**config.mk**
```make
export PLATFORM = sky130hd
export DESIGN_NAME = poly_clipper_with_clip_indicator
export DESIGN_NICKNAME = d
export VERILOG_FILES = /design/src/design/pcci_pkg.sv /design/src/design/poly_clipper_with_clip_indicator.sv /design/src/design/pcci_clip.sv /design/src/design/pcci_state.sv
export SDC_FILE = /design/constraint.sdc
export NUM_CORES = 1
export LEC_CHECK = 0
export ABC_AREA = 1
export BUFFER_PORTS_ARGS = -buffer_cell sky130_fd_sc_hd__clkbuf_2
export CELL_PAD_IN_SITES_DETAIL_PLACEMENT = 0
export CELL_PAD_IN_SITES_GLOBAL_PLACEMENT = 1
export CORE_AREA = 4 4 250 350
export CTS_BUF_LIST = sky130_fd_sc_hd__clkbuf_16
export DETAILED_ROUTE_END_ITERATION = 16
export DIE_AREA = 0 0 254 354
export PLACE_DENSITY_LB_ADDON = 0.1
export SKIP_LAST_GASP = 1
export SLEW_MARGIN = 20
export SYNTH_ARGS = -nofsm -noshare
export SYNTH_HDL_FRONTEND = slang
export SYNTH_SLANG_ARGS = --single-unit
```
**constraint.sdc**
```tcl
create_clock -name i_clk -period 5.55 [get_ports i_clk]
set_input_delay 1.665 -clock i_clk [delete_from_list [all_inputs] [get_ports i_clk]]
set_output_delay 1.665 -clock i_clk [all_outputs]
set_load 0.02 [all_outputs]
```
**src/design/pcci_pkg.sv**
```systemverilog
// ----------------------------------------------------------------------------
// pcci_pkg
// Shared types, constants and the indicator state update for the
// polyphonic clipper with clip indicators.
// ----------------------------------------------------------------------------
`default_nettype none

package pcci_pkg;

    // Default channel count of the state memory
    localparam int CHANNELS_DEF = 16;

    // Field widths
    localparam int SAMPLE_W = 16;
    localparam int LEVEL_W  = 15;
    localparam int KNOB_W   = 14;
    localparam int TIMER_W  = 17;
    localparam int COUNT_W  = 5;
    localparam int CH_W     = 4;
    localparam int IND_W    = 2;
    localparam int CFG_IDX_W  = 3;
    localparam int CFG_DATA_W = 17;

    // Saturation limits, 1 LSB = 1/1024 V
    localparam logic [LEVEL_W-1:0] LEVEL_MAX = 15'd20480;
    localparam logic [KNOB_W-1:0]  KNOB_MAX  = 14'd10240;

    // Register indexes
    localparam logic [CFG_IDX_W-1:0] REG_KNOB      = 3'd0;
    localparam logic [CFG_IDX_W-1:0] REG_HOLD      = 3'd1;
    localparam logic [CFG_IDX_W-1:0] REG_LOGIC_MON = 3'd2;
    localparam logic [CFG_IDX_W-1:0] REG_A_COUNT   = 3'd3;
    localparam logic [CFG_IDX_W-1:0] REG_B_COUNT   = 3'd4;
    localparam logic [CFG_IDX_W-1:0] REG_LVL_COUNT = 3'd5;

    // Register reset values
    localparam logic [KNOB_W-1:0]  KNOB_RST = 14'd5120;
    localparam logic [TIMER_W-1:0] HOLD_RST = 17'd4800;

    // Indicator machine modes
    localparam logic [1:0] MODE_LOW_IDLE   = 2'd0;
    localparam logic [1:0] MODE_LOW_TIMER  = 2'd1;
    localparam logic [1:0] MODE_HIGH_IDLE  = 2'd2;
    localparam logic [1:0] MODE_HIGH_TIMER = 2'd3;

    // Indicator codes
    localparam logic [IND_W-1:0] IND_OFF  = 2'd0;
    localparam logic [IND_W-1:0] IND_NORM = 2'd1;
    localparam logic [IND_W-1:0] IND_CLIP = 2'd2;

    // One indicator machine
    typedef struct packed {
        logic [1:0]         mode;
        logic [TIMER_W-1:0] timer;
    } t_chan_st;

    // One memory entry: both ports of one channel
    typedef struct packed {
        t_chan_st a;
        t_chan_st b;
    } t_ent;

    // Control flags of the item in the state stage
    typedef struct packed {
        logic vld;
        logic a_on;
        logic b_on;
        logic a_hit;
        logic b_hit;
    } t_ctl;

    // Advance one indicator machine by one sample
    function automatic t_chan_st f_advance(t_chan_st cur, logic hit,
                                           logic [TIMER_W-1:0] hold, logic lmon);
        t_chan_st nxt;
        nxt = cur;
        case (cur.mode)
            MODE_LOW_TIMER: begin
                if (cur.timer == '0) nxt.mode = MODE_LOW_IDLE;
                else nxt.timer = cur.timer - TIMER_W'(1);
            end
            MODE_LOW_IDLE: begin
                if (hit) begin
                    nxt.mode  = MODE_HIGH_TIMER;
                    nxt.timer = hold;
                end
            end
            MODE_HIGH_TIMER: begin
                if (!lmon && hit) nxt.timer = hold;
                else if (cur.timer == '0) nxt.mode = MODE_HIGH_IDLE;
                else nxt.timer = cur.timer - TIMER_W'(1);
            end
            default: begin
                // high idle: drop to the low timer once clipping stops
                if (!hit) begin
                    nxt.mode  = MODE_LOW_TIMER;
                    nxt.timer = hold;
                end
            end
        endcase
        return nxt;
    endfunction

    // Light code for a mode
    function automatic logic [IND_W-1:0] f_ind(logic [1:0] mode);
        return mode[1] ? IND_CLIP : IND_NORM;
    endfunction

endpackage

`default_nettype wire

```
**src/design/poly_clipper_with_clip_indicator.sv**
```systemverilog
// ----------------------------------------------------------------------------
// poly_clipper_with_clip_indicator
// Polyphonic hard clipper: clips ports A and B of one channel per item to
// the selected clip level and runs a hold-timed clip light per port and
// channel.
//
//   channel   dir  handshake                 payload
//   input     in   i_in_valid / o_in_stall   i_channel, i_a_sample,
//                                            i_b_sample, i_level_sample
//   output    out  o_out_valid / i_out_stall o_a_out, o_b_out,
//                                            o_a_indicator, o_b_indicator
//   config    in   i_cfg_we                  i_cfg_idx, i_cfg_data
//
// One item per cycle sustained while the output does not stall; each item is
// clipped at accept, then goes through the state read-modify-write stage and
// the result register. The rate is set by the state memory: one read at
// accept and one write when the item leaves the state stage, with
// same-channel forwarding. Reset clears the entry valid bits; there is no
// clearing pass. A stall on the output holds the result register, then the
// state stage, then the input.
// ----------------------------------------------------------------------------
`default_nettype none

module poly_clipper_with_clip_indicator
    import pcci_pkg::*;
#(
    parameter int CHANNELS = CHANNELS_DEF
) (
    input  wire logic                       i_clk,
    input  wire logic                       i_rst_n,
    // configuration
    input  wire logic                       i_cfg_we,
    input  wire logic [CFG_IDX_W-1:0]       i_cfg_idx,
    input  wire logic [CFG_DATA_W-1:0]      i_cfg_data,
    // input items
    input  wire logic                       i_in_valid,
    output logic                            o_in_stall,
    input  wire logic [CH_W-1:0]            i_channel,
    input  wire logic signed [SAMPLE_W-1:0] i_a_sample,
    input  wire logic signed [SAMPLE_W-1:0] i_b_sample,
    input  wire logic signed [SAMPLE_W-1:0] i_level_sample,
    // result items
    output logic                            o_out_valid,
    input  wire logic                       i_out_stall,
    output logic signed [SAMPLE_W-1:0]      o_a_out,
    output logic signed [SAMPLE_W-1:0]      o_b_out,
    output logic [IND_W-1:0]                o_a_indicator,
    output logic [IND_W-1:0]                o_b_indicator
);

    localparam int IDX_W = (CHANNELS > 1) ? $clog2(CHANNELS) : 1;
    localparam int EXT_W = 7;

    // Configuration registers
    logic [KNOB_W-1:0]   r_knob;
    logic [TIMER_W-1:0]  r_hold;
    logic                r_lmon;
    logic [COUNT_W-1:0]  r_a_count;
    logic [COUNT_W-1:0]  r_b_count;
    logic [COUNT_W-1:0]  r_lvl_count;

    // Pipeline
    logic                       accept;
    logic                       s1_go;
    logic                       out_take;
    logic [EXT_W-1:0]           ch_ext;
    logic [IDX_W-1:0]           in_addr;
    logic                       in_range;
    logic signed [SAMPLE_W-1:0] a_clip;
    logic signed [SAMPLE_W-1:0] b_clip;
    logic                       a_hit;
    logic                       b_hit;
    t_ctl                       r_s1_ctl;
    logic [IDX_W-1:0]           r_s1_addr;
    logic signed [SAMPLE_W-1:0] r_s1_a;
    logic signed [SAMPLE_W-1:0] r_s1_b;
    logic [IND_W-1:0]           a_ind;
    logic [IND_W-1:0]           b_ind;

    // Write configuration registers
    always_ff @(posedge i_clk) begin
        if (!i_rst_n) begin
            r_knob      <= KNOB_RST;
            r_hold      <= HOLD_RST;
            r_lmon      <= 1'b0;
            r_a_count   <= '0;
            r_b_count   <= '0;
            r_lvl_count <= '0;
        end else if (i_cfg_we) begin
            case (i_cfg_idx)
                REG_KNOB:      r_knob      <= i_cfg_data[KNOB_W-1:0];
                REG_HOLD:      r_hold      <= i_cfg_data[TIMER_W-1:0];
                REG_LOGIC_MON: r_lmon      <= i_cfg_data[0];
                REG_A_COUNT:   r_a_count   <= i_cfg_data[COUNT_W-1:0];
                REG_B_COUNT:   r_b_count   <= i_cfg_data[COUNT_W-1:0];
                REG_LVL_COUNT: r_lvl_count <= i_cfg_data[COUNT_W-1:0];
                default: ;
            endcase
        end
    end

    // Handshake
    assign out_take   = o_out_valid && !i_out_stall;
    assign s1_go      = r_s1_ctl.vld && (!o_out_valid || !i_out_stall);
    assign o_in_stall = r_s1_ctl.vld && !s1_go;
    assign accept     = i_in_valid && !o_in_stall;

    // Channel address and range
    assign ch_ext   = EXT_W'(i_channel);
    assign in_addr  = ch_ext[IDX_W-1:0];
    assign in_range = (ch_ext < EXT_W'(CHANNELS));

    pcci_clip u_clip (
        .i_clk          (i_clk),
        .i_rst_n        (i_rst_n),
        .i_accept       (accept),
        .i_channel      (i_channel),
        .i_a_sample     (i_a_sample),
        .i_b_sample     (i_b_sample),
        .i_level_sample (i_level_sample),
        .i_knob         (r_knob),
        .i_level_count  (r_lvl_count),
        .o_a_clip       (a_clip),
        .o_b_clip       (b_clip),
        .o_a_hit        (a_hit),
        .o_b_hit        (b_hit)
    );

    // Advance the item into the state stage
    always_ff @(posedge i_clk) begin
        if (!i_rst_n) begin
            r_s1_ctl <= '0;
        end else if (accept) begin
            r_s1_ctl.vld   <= 1'b1;
            r_s1_ctl.a_on  <= in_range && ({1'b0, i_channel} < r_a_count);
            r_s1_ctl.b_on  <= in_range && ({1'b0, i_channel} < r_b_count);
            r_s1_ctl.a_hit <= a_hit;
            r_s1_ctl.b_hit <= b_hit;
        end else if (s1_go) begin
            r_s1_ctl.vld <= 1'b0;
        end
    end

    always_ff @(posedge i_clk) begin
        if (accept) begin
            r_s1_addr <= in_addr;
            r_s1_a    <= a_clip;
            r_s1_b    <= b_clip;
        end
    end

    pcci_state #(
        .CHANNELS (CHANNELS)
    ) u_state (
        .i_clk     (i_clk),
        .i_rst_n   (i_rst_n),
        .i_rd_en   (accept),
        .i_rd_addr (in_addr),
        .i_ctl     (r_s1_ctl),
        .i_addr    (r_s1_addr),
        .i_go      (s1_go),
        .i_hold    (r_hold),
        .i_lmon    (r_lmon),
        .o_a_ind   (a_ind),
        .o_b_ind   (b_ind)
    );

    // Hold the result until taken
    always_ff @(posedge i_clk) begin
        if (!i_rst_n) begin
            o_out_valid <= 1'b0;
        end else if (s1_go) begin
            o_out_valid <= 1'b1;
        end else if (out_take) begin
            o_out_valid <= 1'b0;
        end
    end

    always_ff @(posedge i_clk) begin
        if (s1_go) begin
            o_a_out       <= r_s1_ctl.a_on ? r_s1_a : '0;
            o_b_out       <= r_s1_ctl.b_on ? r_s1_b : '0;
            o_a_indicator <= r_s1_ctl.a_on ? a_ind : IND_OFF;
            o_b_indicator <= r_s1_ctl.b_on ? b_ind : IND_OFF;
        end
    end

endmodule

`default_nettype wire

```
**src/design/pcci_clip.sv**
```systemverilog
// ----------------------------------------------------------------------------
// pcci_clip
// Clip level selection with the last-level register, and the symmetric
// hard clip of both ports against that level.
// ----------------------------------------------------------------------------
`default_nettype none

module pcci_clip
    import pcci_pkg::*;
(
    input  wire logic                       i_clk,
    input  wire logic                       i_rst_n,
    input  wire logic                       i_accept,
    input  wire logic [CH_W-1:0]            i_channel,
    input  wire logic signed [SAMPLE_W-1:0] i_a_sample,
    input  wire logic signed [SAMPLE_W-1:0] i_b_sample,
    input  wire logic signed [SAMPLE_W-1:0] i_level_sample,
    input  wire logic [KNOB_W-1:0]          i_knob,
    input  wire logic [COUNT_W-1:0]         i_level_count,
    output logic signed [SAMPLE_W-1:0]      o_a_clip,
    output logic signed [SAMPLE_W-1:0]      o_b_clip,
    output logic                            o_a_hit,
    output logic                            o_b_hit
);

    logic [LEVEL_W-1:0]      r_last_level;
    logic [LEVEL_W-1:0]      n_last_level;
    logic [SAMPLE_W:0]       lvl_mag;
    logic [LEVEL_W-1:0]      lvl_sat;
    logic [LEVEL_W-1:0]      knob_sat;
    logic [LEVEL_W-1:0]      level;
    logic                    lvl_chan;
    logic signed [SAMPLE_W:0] pos_lim;
    logic signed [SAMPLE_W:0] neg_lim;
    logic signed [SAMPLE_W:0] a_ext;
    logic signed [SAMPLE_W:0] b_ext;

    // Magnitude of the level sample, saturated at 20 V
    assign lvl_mag = i_level_sample[SAMPLE_W-1]
                   ? (SAMPLE_W+1)'(-$signed({i_level_sample[SAMPLE_W-1], i_level_sample}))
                   : (SAMPLE_W+1)'({1'b0, i_level_sample});
    assign lvl_sat = (lvl_mag > (SAMPLE_W+1)'(LEVEL_MAX)) ? LEVEL_MAX
                                                          : lvl_mag[LEVEL_W-1:0];
    assign knob_sat = (i_knob > KNOB_MAX) ? LEVEL_W'(KNOB_MAX) : LEVEL_W'(i_knob);
    assign lvl_chan = ({1'b0, i_channel} < i_level_count);

    // Select the level for this item
    always_comb begin
        n_last_level = r_last_level;
        if (i_level_count == '0) begin
            level = knob_sat;
        end else if (lvl_chan) begin
            level        = lvl_sat;
            n_last_level = lvl_sat;
        end else begin
            level = r_last_level;
        end
    end

    // Hold the level of the latest level channel
    always_ff @(posedge i_clk) begin
        if (!i_rst_n) begin
            r_last_level <= '0;
        end else if (i_accept) begin
            r_last_level <= n_last_level;
        end
    end

    // Clip both ports to +/- level
    assign pos_lim = $signed({2'b00, level});
    assign neg_lim = -pos_lim;
    assign a_ext   = {i_a_sample[SAMPLE_W-1], i_a_sample};
    assign b_ext   = {i_b_sample[SAMPLE_W-1], i_b_sample};

    always_comb begin
        o_a_hit  = 1'b1;
        o_a_clip = SAMPLE_W'(pos_lim);
        if (a_ext < neg_lim) begin
            o_a_clip = SAMPLE_W'(neg_lim);
        end else if (a_ext <= pos_lim) begin
            o_a_hit  = 1'b0;
            o_a_clip = i_a_sample;
        end
    end

    always_comb begin
        o_b_hit  = 1'b1;
        o_b_clip = SAMPLE_W'(pos_lim);
        if (b_ext < neg_lim) begin
            o_b_clip = SAMPLE_W'(neg_lim);
        end else if (b_ext <= pos_lim) begin
            o_b_hit  = 1'b0;
            o_b_clip = i_b_sample;
        end
    end

endmodule

`default_nettype wire

```
**src/design/pcci_state.sv**
```systemverilog
// ----------------------------------------------------------------------------
// pcci_state
// Per-channel indicator state memory: registered read at accept,
// update in the following stage, write back when the item moves on.
// Forwards the write data when the next item reads the same channel.
// ----------------------------------------------------------------------------
`default_nettype none

module pcci_state
    import pcci_pkg::*;
#(
    parameter int CHANNELS = CHANNELS_DEF
) (
    input  wire logic                    i_clk,
    input  wire logic                    i_rst_n,
    input  wire logic                    i_rd_en,
    input  wire logic [((CHANNELS > 1) ? $clog2(CHANNELS) : 1)-1:0] i_rd_addr,
    input  wire t_ctl                    i_ctl,
    input  wire logic [((CHANNELS > 1) ? $clog2(CHANNELS) : 1)-1:0] i_addr,
    input  wire logic                    i_go,
    input  wire logic [TIMER_W-1:0]      i_hold,
    input  wire logic                    i_lmon,
    output logic [IND_W-1:0]             o_a_ind,
    output logic [IND_W-1:0]             o_b_ind
);

    t_ent              r_mem [CHANNELS];
    t_ent              r_q;
    t_ent              r_fwd_data;
    logic              r_fwd;
    logic              r_rvld;
    logic [CHANNELS-1:0] r_vld;
    t_ent              cur;
    t_ent              wdata;
    logic              wr_en;

    // Pick the current entry: forwarded, stored, or reset value
    always_comb begin
        if (r_fwd) cur = r_fwd_data;
        else if (r_rvld) cur = r_q;
        else cur = '0;
    end

    // Advance the machines of the active ports
    always_comb begin
        wdata = cur;
        if (i_ctl.a_on) wdata.a = f_advance(cur.a, i_ctl.a_hit, i_hold, i_lmon);
        if (i_ctl.b_on) wdata.b = f_advance(cur.b, i_ctl.b_hit, i_hold, i_lmon);
    end

    assign wr_en   = i_ctl.vld && i_go && (i_ctl.a_on || i_ctl.b_on);
    assign o_a_ind = f_ind(wdata.a.mode);
    assign o_b_ind = f_ind(wdata.b.mode);

    // State memory
    always_ff @(posedge i_clk) begin
        if (wr_en) r_mem[i_addr] <= wdata;
        if (i_rd_en) begin
            r_q        <= r_mem[i_rd_addr];
            r_fwd_data <= wdata;
        end
    end

    // Entry valid bits and forward flag
    always_ff @(posedge i_clk) begin
        if (!i_rst_n) begin
            r_vld  <= '0;
            r_fwd  <= 1'b0;
            r_rvld <= 1'b0;
        end else begin
            if (i_rd_en) begin
                r_fwd  <= wr_en && (i_addr == i_rd_addr);
                r_rvld <= r_vld[i_rd_addr];
            end
            if (wr_en) r_vld[i_addr] <= 1'b1;
        end
    end

`ifndef SYNTHESIS
    // Valid bits come out of reset cleared
    a_vld_clear: assert property (@(posedge i_clk) disable iff (!i_rst_n)
        !$past(i_rst_n) |-> (r_vld == '0))
        else $error("valid bits not cleared after reset");

    // A written entry is valid afterwards
    a_vld_set: assert property (@(posedge i_clk) disable iff (!i_rst_n)
        wr_en |=> r_vld[$past(i_addr)])
        else $error("written entry not marked valid");

    // A read of the entry being written takes the forwarded data
    a_fwd: assert property (@(posedge i_clk) disable iff (!i_rst_n)
        (i_rd_en && wr_en && (i_rd_addr == i_addr)) |=> r_fwd)
        else $error("missing forward on same-channel read");

    // Idle modes always carry a zero timer
    a_idle_a: assert property (@(posedge i_clk) disable iff (!i_rst_n)
        (wr_en && (wdata.a.mode == MODE_LOW_IDLE || wdata.a.mode == MODE_HIGH_IDLE))
        |-> (wdata.a.timer == '0))
        else $error("port A idle mode with running timer");

    a_idle_b: assert property (@(posedge i_clk) disable iff (!i_rst_n)
        (wr_en && (wdata.b.mode == MODE_LOW_IDLE || wdata.b.mode == MODE_HIGH_IDLE))
        |-> (wdata.b.timer == '0))
        else $error("port B idle mode with running timer");
`endif

endmodule

`default_nettype wire

```
* After elaboration in Yosys (flattened, before gate mapping)
Memories as Yosys holds them, arrays and structs flattened. A register that Yosys moved wholly into a read port is not among the register bits.
Cells that the tools add are included.
** Operators by class
- Add/subtract/negate cells :: 4
- Order comparisons :: 13
- Equal/unequal tests :: 10
- Mux-type cells :: 45
- Bitwise logic cells :: 2
- Reduce and logical (&&, ||, !) cells :: 34
** Operator list (count)
- two-way mux 19 bit :: 6
- case mux 19 bit (3 select lines) :: 2
- two-way mux 17 bit :: 5
- two-way mux 38 bit :: 2
- two-way mux 16 bit :: 4
- two-way mux 15 bit :: 3
- zero test 17 bit :: 2
- less-than comparator 16 x 17 -> 1 bit :: 2
- subtractor 17 x 1 -> 17 bit (second input constant) :: 2
- less-or-equal comparator 16 bit :: 2
- greater-than comparator 17 x 15 -> 1 bit (second input constant) :: 1
- negator 15 -> 17 bit :: 1
- negator 16 -> 17 bit :: 1
- two-way mux 2 bit :: 8
- bitwise OR 16 bit :: 1
- less-than comparator 4 x 5 -> 1 bit :: 3
- less-than comparator 4 x 5 -> 1 bit (second input constant) :: 3
- greater-than comparator 14 bit (second input constant) :: 1
- two-way mux 14 bit :: 1
- AND reduction 2 bit :: 7
- logical AND 1 bit :: 12
- two-way mux 1 bit :: 12
- equality test 3 x 2 -> 1 bit (second input constant) :: 2
- equality test 3 bit (second input constant) :: 2
- other kinds (14) :: 23
** Storage, ports and cells
- Bits in registers :: 196
- RAM bits :: 608
- Input bits :: 77
- Output and inout bits :: 38
- Logic and storage cells :: 136
- Memories kept :: 1
** Memories
- u_state.r_mem :: depth 16, bits a word 38, rd ports 1, clocked after Yosys merged registers in 1, write ports 1, RTL line pcci_state.sv:27 : t_ent r_mem [CHANNELS];

* Depth between registers and ports, before layout
Gate-level depths: netlist of run 1.
- Depth in word-level cells :: 9
- Depth in mapped cells :: 39

* By module
Synthesis of run 1 repeated with hierarchy kept, for this count alone.
** Unflattened totals
- Cells, all modules :: 4023
- Area total of the unflattened synthesis :: 40249.9 sq um
** By module, submodules not included
- pcci_state :: instances 1, cells an instance 2801, area each 30897.1 sq um, sequential area each 20900.0 sq um
- pcci_clip :: instances 1, cells an instance 799, area each 4765.8 sq um, sequential area each 300.3 sq um
- poly_clipper_with_clip_indicator :: instances 1, cells an instance 423, area each 4586.9 sq um, sequential area each 3223.1 sq um

* Worst setup path after synthesis of run 1
No wires, ideal clock.
- Path type :: in2reg
- Start point :: input i_level_sample[0]
- End point :: register r_s1_a[14], data pin
- Library setup time :: 0.263 ns
- Data arrival time :: 5.531 ns
- Slack :: -0.244 ns
- Stages on the path :: 36
- Path buffers :: 1
- Cell sequence :: inv_1 -> ha_1 -> nand3_1 -> nand2_2 -> nand3_1 -> nand2_1 -> nand2_1 -> nand2_1 -> nand3_2 -> inv_1 -> nand2_1 -> o21ai_0 -> nand2_1 -> nand2_1 -> inv_1 -> ha_1 -> xor2_1 -> ha_1 -> o21a_1 -> o21a_1 -> o21a_1 -> o21a_1 -> o21ai_0 -> nand2_1 -> a21oi_1 -> o21bai_1 -> nand3_1 -> nand3b_1 -> nor2_1 -> nor2_2 -> nand2_2 -> nand2_2 -> nand2_4 -> buf_6 -> nand2_1 -> o21ai_2
** Between the ends
- Cells in the longest elaborated chain, start to end :: 9
- Elaborated cells on any way between the ends :: 11
** Ends and longest elaborated chain
- start, declared :: RTL line poly_clipper_with_clip_indicator.sv:41 : input wire logic signed [SAMPLE_W-1:0] i_level_sample,
- negator 16 -> 17 bit :: RTL line pcci_clip.sv:40 : ? (SAMPLE_W+1)'(-$signed({i_level_sample[SAMPLE_W-1], i_level_sample}))
- two-way mux 17 bit (*) :: RTL line pcci_clip.sv:40
- greater-than comparator 17 x 15 -> 1 bit :: RTL line pcci_clip.sv:42 : assign lvl_sat = (lvl_mag > (SAMPLE_W+1)'(LEVEL_MAX)) ? LEVEL_MAX
- two-way mux 15 bit (*) :: RTL line pcci_clip.sv:42
- two-way mux 15 bit (*) :: RTL line pcci_clip.sv:52 : end else if (lvl_chan) begin
- two-way mux 15 bit (*) :: RTL line pcci_clip.sv:50 : if (i_level_count == '0) begin
- negator 15 -> 17 bit or less-or-equal comparator 16 bit (tied branches) :: RTL line pcci_clip.sv:71, pcci_clip.sv:80
- less-than comparator 16 x 17 -> 1 bit or two-way mux 16 bit (tied branches) :: RTL line pcci_clip.sv:78, pcci_clip.sv:80
- two-way mux 16 bit (*) :: RTL line pcci_clip.sv:78 : if (a_ext < neg_lim) begin
- named net a_clip[14] :: RTL line poly_clipper_with_clip_indicator.sv:69 : logic signed [SAMPLE_W-1:0] a_clip;
- end signal, assigned :: RTL line poly_clipper_with_clip_indicator.sv:147 : r_s1_a <= a_clip;
- end, declared :: RTL line poly_clipper_with_clip_indicator.sv:75 : logic signed [SAMPLE_W-1:0] r_s1_a;
Mark *: on every way through the listed nets, which the timed path passes. The rest lies on a longest branch.
A chain may end at the register's enable or synchronous reset.

* Worst setup path in the final report of run 1
- Start point :: input i_level_sample[0]
- End point :: register r_s1_a[9], data pin
The elaborated chain is that of the path after synthesis.

==> flow_metrics.env, run 1 <==
export IMPL_relSlewSlack=0.291
export IMPL_rrSetupSlack_ns=0.92
export IMPL_cts_tree="yes"
export IMPL_drt_pass1_iter_count=6
export IMPL_fin_util=0.539
export IMPL_num_io_pins=115
export IMPL_finalCritPeriodShare=0.991
export IMPL_worst_ep_required_time_ns=5.95
export IMPL_viasPerCell=5.77
export IMPL_drt_wirelength_per_cell_um=23.9
export IMPL_grt_usage=0.253
export IMPL_io_buffers=114
export IMPL_syn_area_per_cell_um2=11.1
export IMPL_area_delta_synth_final_pct=17.5
export IMPL_core_area_um2=84200
export IMPL_rsz0062_at_grt="yes"
export IMPL_critPathMaxFanout=8
export IMPL_wl_met1_um=46800
export IMPL_tightest_slew_ns=1.06
export IMPL_slowest_delay_ns=0.26
export IMPL_first_global_vias=27906
export IMPL_synth_cells=3480
export IMPL_p_int_mw=11.2
export IMPL_async_flop_share=0
export IMPL_synthDominantCellAreaShare=0.588
export IMPL_final_common_cell="edfxtp_1"
export IMPL_switching_share=0.266
export IMPL_mostFrequentLayoutCells="756 x edfxtp_1, 396 x nand2_1, 374 x nor2_1, 369 x o21ai_0, 259 x inv_1"
export IMPL_cp_arrival_ns=5.90
export IMPL_finalClockSkew_ns=0.0174
export IMPL_gr_total_overflow=0
export IMPL_clkTransAtPathRegs_ns=0.07
export IMPL_power_frac_comb=0.158
export IMPL_die_x_um=254
export IMPL_max_freq_mhz=182
export IMPL_highest_layer="met5"
export IMPL_finalPower_mw=15.3
export IMPL_power_frac_seq=0.477
export IMPL_p_clk_frac=0.365
export IMPL_fp_dieH_um=354
export IMPL_drv_slew=0
export IMPL_drcViolationCount=0
export IMPL_synthTopCellsByArea="edfxtp_1 59%, o21ai_0 4.9%, dfxtp_1 4.5%"
export IMPL_start_util=0.458
export IMPL_antenna_found_initial=2
export IMPL_slowest_stage="ha_4"
export IMPL_ir_drop_mv=0.214
export IMPL_grt_pass1_wl_um=173000
export IMPL_vias=28162
export IMPL_status="finished, final reports clean"
export IMPL_synth_seq_cells=842
export IMPL_wl_met3_um=6130
export IMPL_wl_met2_um=59400
export IMPL_row_count=126
export IMPL_drtIter0Drc=2361
export IMPL_place_area_um2=41900
export IMPL_cts_sinks=842
export IMPL_hold_violations=0
export IMPL_hold_class="reg2reg"
export IMPL_cts_made_buffers=83
export IMPL_final_setup_tns_ns=0
export IMPL_antenna_left=0
export IMPL_whs_ns=0.448
export IMPL_finalSetupViolCount=0
export IMPL_drive_above_1_share=0.179
export IMPL_routed_wirelength_um=117000
export IMPL_yosysWarnings=0
export IMPL_syn_nets=3630
export IMPL_yosysTopAreaCell="edfxtp_1"
export IMPL_min_period_ns=5.50
export IMPL_synth_edff_count=756
export IMPL_cts_root_buffer="clkbuf_16"
export IMPL_dp_hpwl_um=69700
export IMPL_hold_buffers=0
export IMPL_power_density_nw_per_um2=336
export IMPL_dieArea_um2=89900
export IMPL_cp_common_cell="nand2_2"
export IMPL_p_leak_nw=17.4
export IMPL_cts_buffer_depth=3
export IMPL_critical_path_class="in2reg"
export IMPL_synthFlopType="edfxtp_1"
export IMPL_netlist_area_um2=38600
export IMPL_endpoint_kind="flip-flop"
export IMPL_grt_max_degree=165
export IMPL_yosys_cell_types_count=56
export IMPL_worstSetupStartpointType="input port"
export IMPL_design_area_um2=45400
export IMPL_nets=3871
export IMPL_gp_congestion=0.907
export IMPL_worstSkewPairLatency_ns=0.64
export IMPL_cts_htree_levels=3
export IMPL_netSwitchingPower_mw=4.05
export IMPL_cap_violations=0
export IMPL_seq_area_frac_synth=0.633
[layout make-up]
cell class	instances	area (um2)
Clock buffer	85	2130
Inverter	277	1060
Timing Repair Buffer	345	2770
Sequential cell	842	24400
Fill cell	7357	38800
Tap cell	1088	1360
Antenna cell	1	2.50
Clock inverter	70	561
Multi-Input combinational cell	2172	13100
[final timing paths]
check                         start      endpoint  cells after the start
setup / recovery  i_level_sample[0]     r_s1_a[9]                     39
hold / removal         r_a_count[0]  r_a_count[0]                      2
setup reg to reg     r_lvl_count[2]     r_s1_a[9]                     35
hold reg to reg        r_a_count[0]  r_a_count[0]                      2
[through the flow]
step | std cells | setup slack (ns)
after floorplan | 3480 | 0.00691
after global placement | 4699 | -0.788
after detailed placement | 4699 | -0.865
after CTS | 4857 | 0.0114
after global routing | 4879 | -0.192
final | 4880 | 0.0516
[sequential cells by signal (all words and copies together) (netlist names), 2 cells and up]
name,count
u_state.r_mem,608
r_b_count,5
o_a_indicator,2
u_state.r_fwd_data,38
u_clip.r_last_level,15
r_a_count,5
r_s1_addr,4
o_b_indicator,2
r_hold,17
o_b_out,16
r_s1_a,16
r_knob,14
o_a_out,16
r_lvl_count,5
r_s1_ctl,5
u_state.r_vld,16
u_state.r_q,38
r_s1_b,16
[routing by layer]
layer,GRT usage,vias up
li1,-,13088
met3,0.0347,211
met2,0.446,929
met1,0.318,13932
met5,0,-
met4,0.0889,2
[worst max-delay path, delay by kind of cell]
kind                       cells  cell delay, ns
and+or+nand+nor               20            1.77
AOI/OAI and AO/OA              9            1.32
buffers and inverters          7            0.53
adders and majority gates      3            0.62
[power by group through the flow]
stage | clock network [mW] | logic (mW) | registers (mW)
finish | 5.57 | 2.41 | 7.28
CTS | 5.67 | 2.28 | 7.28
global placement | 0 | 2.22 | 7.41
floorplan | 0 | 1.36 | 7.41
global route | 5.93 | 2.65 | 7.29
detailed placement | 0 | 2.25 | 7.41
[synthesized netlist by cell type (23+ instances only)]
library cell  count
a21oi_1         164
buf_1            24
clkbuf_1        149
dfxtp_1          86
edfxtp_1        756
ha_1             73
inv_1           254
mux2i_1         139
nand2_1         437
nand2_2          23
nand3_1         133
nor2_1          407
o211ai_1         28
o21ai_0         379
o221ai_1        149
xor2_1           30
[what timing repair did]
action                     CTS  global route
setup endpoints to repair   33            34
gates resized for setup     13           128
pin swaps                    9            50
setup buffers                3            19
cloned                       0             4
[logic make-up after synthesis]
| kind of cell | after synthesis | share of synthesized area |
|---|---|---|
| AOI/OAI and AO/OA | 854 | 0.137 |
| xor gates and xnor gates | 34 | 0.00772 |
| adders and majority gates | 73 | 0.0237 |
| buffers and inverters | 466 | 0.0470 |
| DFF | 842 | 0.633 |
| muxes | 139 | 0.0360 |
| and+or+nand+nor | 1072 | 0.116 |
Power figures use the tool's default switching activity.
==> run 2: changes to the inputs <==
--- a/config.mk
+++ b/config.mk
@@ -9,13 +9,14 @@
 export BUFFER_PORTS_ARGS = -buffer_cell sky130_fd_sc_hd__clkbuf_2
 export CELL_PAD_IN_SITES_DETAIL_PLACEMENT = 0
 export CELL_PAD_IN_SITES_GLOBAL_PLACEMENT = 1
-export CORE_AREA = 4 4 250 350
+export CORE_AREA = 4 4 258 361
 export CTS_BUF_LIST = sky130_fd_sc_hd__clkbuf_16
 export DETAILED_ROUTE_END_ITERATION = 16
-export DIE_AREA = 0 0 254 354
+export DIE_AREA = 0 0 262 365
 export PLACE_DENSITY_LB_ADDON = 0.1
 export SKIP_LAST_GASP = 1
 export SLEW_MARGIN = 20
 export SYNTH_ARGS = -nofsm -noshare
 export SYNTH_HDL_FRONTEND = slang
+export SYNTH_HIERARCHICAL = 1
 export SYNTH_SLANG_ARGS = --single-unit
==> flow_metrics.env, run 2 <==
export IMPL_num_io_pins=115
export IMPL_slowest_stage="ha_1"
export IMPL_io_buffers=114
export IMPL_regMostFlops="u_state/r_mem"
export IMPL_cp_common_cell="nand3_1"
export IMPL_grt_max_degree=145
export IMPL_antenna_left=0
export IMPL_vias=30552
export IMPL_seq_area_frac_synth=0.607
export IMPL_rsz0062_at_grt="yes"
export IMPL_worstSkewPairLatency_ns=0.67
export IMPL_final_common_cell="edfxtp_1"
export IMPL_drt_wirelength_per_cell_um=23.2
export IMPL_cts_made_buffers=82
export IMPL_worst_ep_required_time_ns=5.96
export IMPL_rrSetupSlack_ns=0.90
export IMPL_viasPerCell=5.56
export IMPL_critical_path_class="in2reg"
export IMPL_fp_dieH_um=365
export IMPL_finalPower_mw=14.9
export IMPL_p_leak_nw=18.3
export IMPL_grt_pass1_wl_um=187000
export IMPL_area_delta_synth_final_pct=15.0
export IMPL_slowest_delay_ns=0.30
export IMPL_min_period_ns=5.32
export IMPL_cts_root_buffer="clkbuf_16"
export IMPL_clkTransAtPathRegs_ns=0.06
export IMPL_cp_arrival_ns=5.73
export IMPL_first_global_vias=29415
export IMPL_synth_cells=4023
export IMPL_netlist_area_um2=40200
export IMPL_dp_hpwl_um=80000
export IMPL_cts_tree="yes"
export IMPL_die_x_um=262
export IMPL_cts_htree_levels=3
export IMPL_drcViolationCount=0
export IMPL_drt_pass1_iter_count=5
export IMPL_syn_nets=4171
export IMPL_synth_edff_count=756
export IMPL_routed_wirelength_um=128000
export IMPL_ir_drop_mv=0.227
export IMPL_status="finished, final reports clean"
export IMPL_start_util=0.449
export IMPL_core_area_um2=89600
export IMPL_critPathMaxFanout=10
export IMPL_cap_violations=0
export IMPL_largest_reg_flops=608
export IMPL_finalSetupViolCount=0
export IMPL_hold_violations=0
export IMPL_mostFrequentLayoutCells="756 x edfxtp_1, 652 x nand2_1, 553 x nor2_1, 471 x o21ai_0, 306 x inv_1"
export IMPL_finalCritPeriodShare=0.958
export IMPL_drtIter0Drc=2525
export IMPL_synthDominantCellAreaShare=0.564
export IMPL_synth_seq_cells=842
export IMPL_yosys_cell_types_count=54
export IMPL_cts_sinks=842
export IMPL_gp_congestion=0.961
export IMPL_drive_above_1_share=0.162
export IMPL_drv_slew=0
export IMPL_worstSetupStartpointType="input port"
export IMPL_async_flop_share=0
export IMPL_dieArea_um2=95600
export IMPL_hold_class="reg2reg"
export IMPL_hold_buffers=0
export IMPL_endpoint_kind="flip-flop"
export IMPL_yosysTopAreaCell="edfxtp_1"
export IMPL_row_count=130
export IMPL_whs_ns=0.444
export IMPL_max_freq_mhz=188
export IMPL_synthFlopType="edfxtp_1"
export IMPL_top_regs="u_state/r_mem (608), u_state/r_fwd_data (38), u_state/r_q (38)"
export IMPL_power_density_nw_per_um2=323
export IMPL_synthTopCellsByArea="edfxtp_1 56%, nand2_1 6.1%, o21ai_0 6.0%"
export IMPL_cts_buffer_depth=3
export IMPL_grt_usage=0.263
export IMPL_antenna_found_initial=2
export IMPL_yosysMostFrequentCell="edfxtp_1"
export IMPL_yosysWarnings=6
export IMPL_tightest_slew_ns=1.07
export IMPL_gr_total_overflow=0
export IMPL_finalClockSkew_ns=0.0256
export IMPL_relSlewSlack=0.287
export IMPL_synth_common_cells="756 x edfxtp_1, 658 x nand2_1, 576 x nor2_1"
export IMPL_nets=4392
export IMPL_syn_area_per_cell_um2=10.0
-- run 2: final cells by class --
type                            instances  area (um2)
Antenna cell                            1        2.50
Clock buffer                           84        2100
Clock inverter                         62         404
Fill cell                            8242       43400
Inverter                              326        1250
Multi-Input combinational cell       2643       14000
Sequential cell                       842       24400
Tap cell                             1188        1490
Timing Repair Buffer                  349        2600
-- run 2: cells by family after synthesis --
group / synth area share
compound gates: 0.128
fa+ha+maj: 0.0221
xor+xnor: 0.00500
buf+inv: 0.0566
simple gates: 0.182
flops: 0.607
-- run 2: final timing paths --
path,end,startpoint,cells after the start
worst min-delay path,r_a_count[0],r_a_count[0],2
worst max-delay path,r_s1_b[1],i_channel[3],31
worst max register to register,r_s1_b[1],r_lvl_count[3],22
worst min register to register,r_a_count[0],r_a_count[0],2
-- run 2: where the power goes --
part | internal (mW) | leakage [nW] | switching [mW]
combinational | 0.787 | 9.22 | 1.61
sequential | 7.17 | 7.74 | 0.0715
clock | 2.89 | 1.29 | 2.39
total | 10.8 | 18.3 | 4.08
-- run 2: through the flow --
step / instance area [um2] / utilization / TNS, ns / setup slack, ns / cells
2_1_floorplan: 40300 / - / 0 / 0.00751 / 4023
3_3_place_gp: 43400 / 0.484 / -16.33 / -0.561 / 5331
3_5_place_dp: 43400 / 0.484 / -17.50 / -0.627 / 5331
4_1_cts: 45900 / 0.512 / 0 / 0.0541 / 5477
5_1_grt: 46300 / 0.516 / -0.187 / -0.0441 / 5494
6_report: 46300 / 0.516 / 0 / 0.232 / 5495
-- run 2: critical path: cells and delay by family --
kind,cells,cell delay [ns]
XOR/XNOR,1,0.25
AND/OR/NAND/NOR,18,1.80
adder cells (fa/ha/maj),3,0.79
buffers and inverters,7,0.71
AO/OA/AOI/OAI,2,0.47
-- run 2: layer usage --
layer | track usage | part of all wire | vias to the layer above
li1 | - | - | 14541
met1 | 0.328 | 0.40 | 14878
met2 | 0.470 | 0.51 | 901
met3 | 0.0263 | 0.043 | 232
met4 | 0.106 | 0.043 | 0
met5 | 0 | 0 | -
-- run 2: what timing repair did --
| action | 4_1_cts | 5_1_grt |
|---|---|---|
| gates resized for setup | 0 | 58 |
| setup buffers | 0 | 13 |
| endpoints found under the setup margin | 0 | 34 |
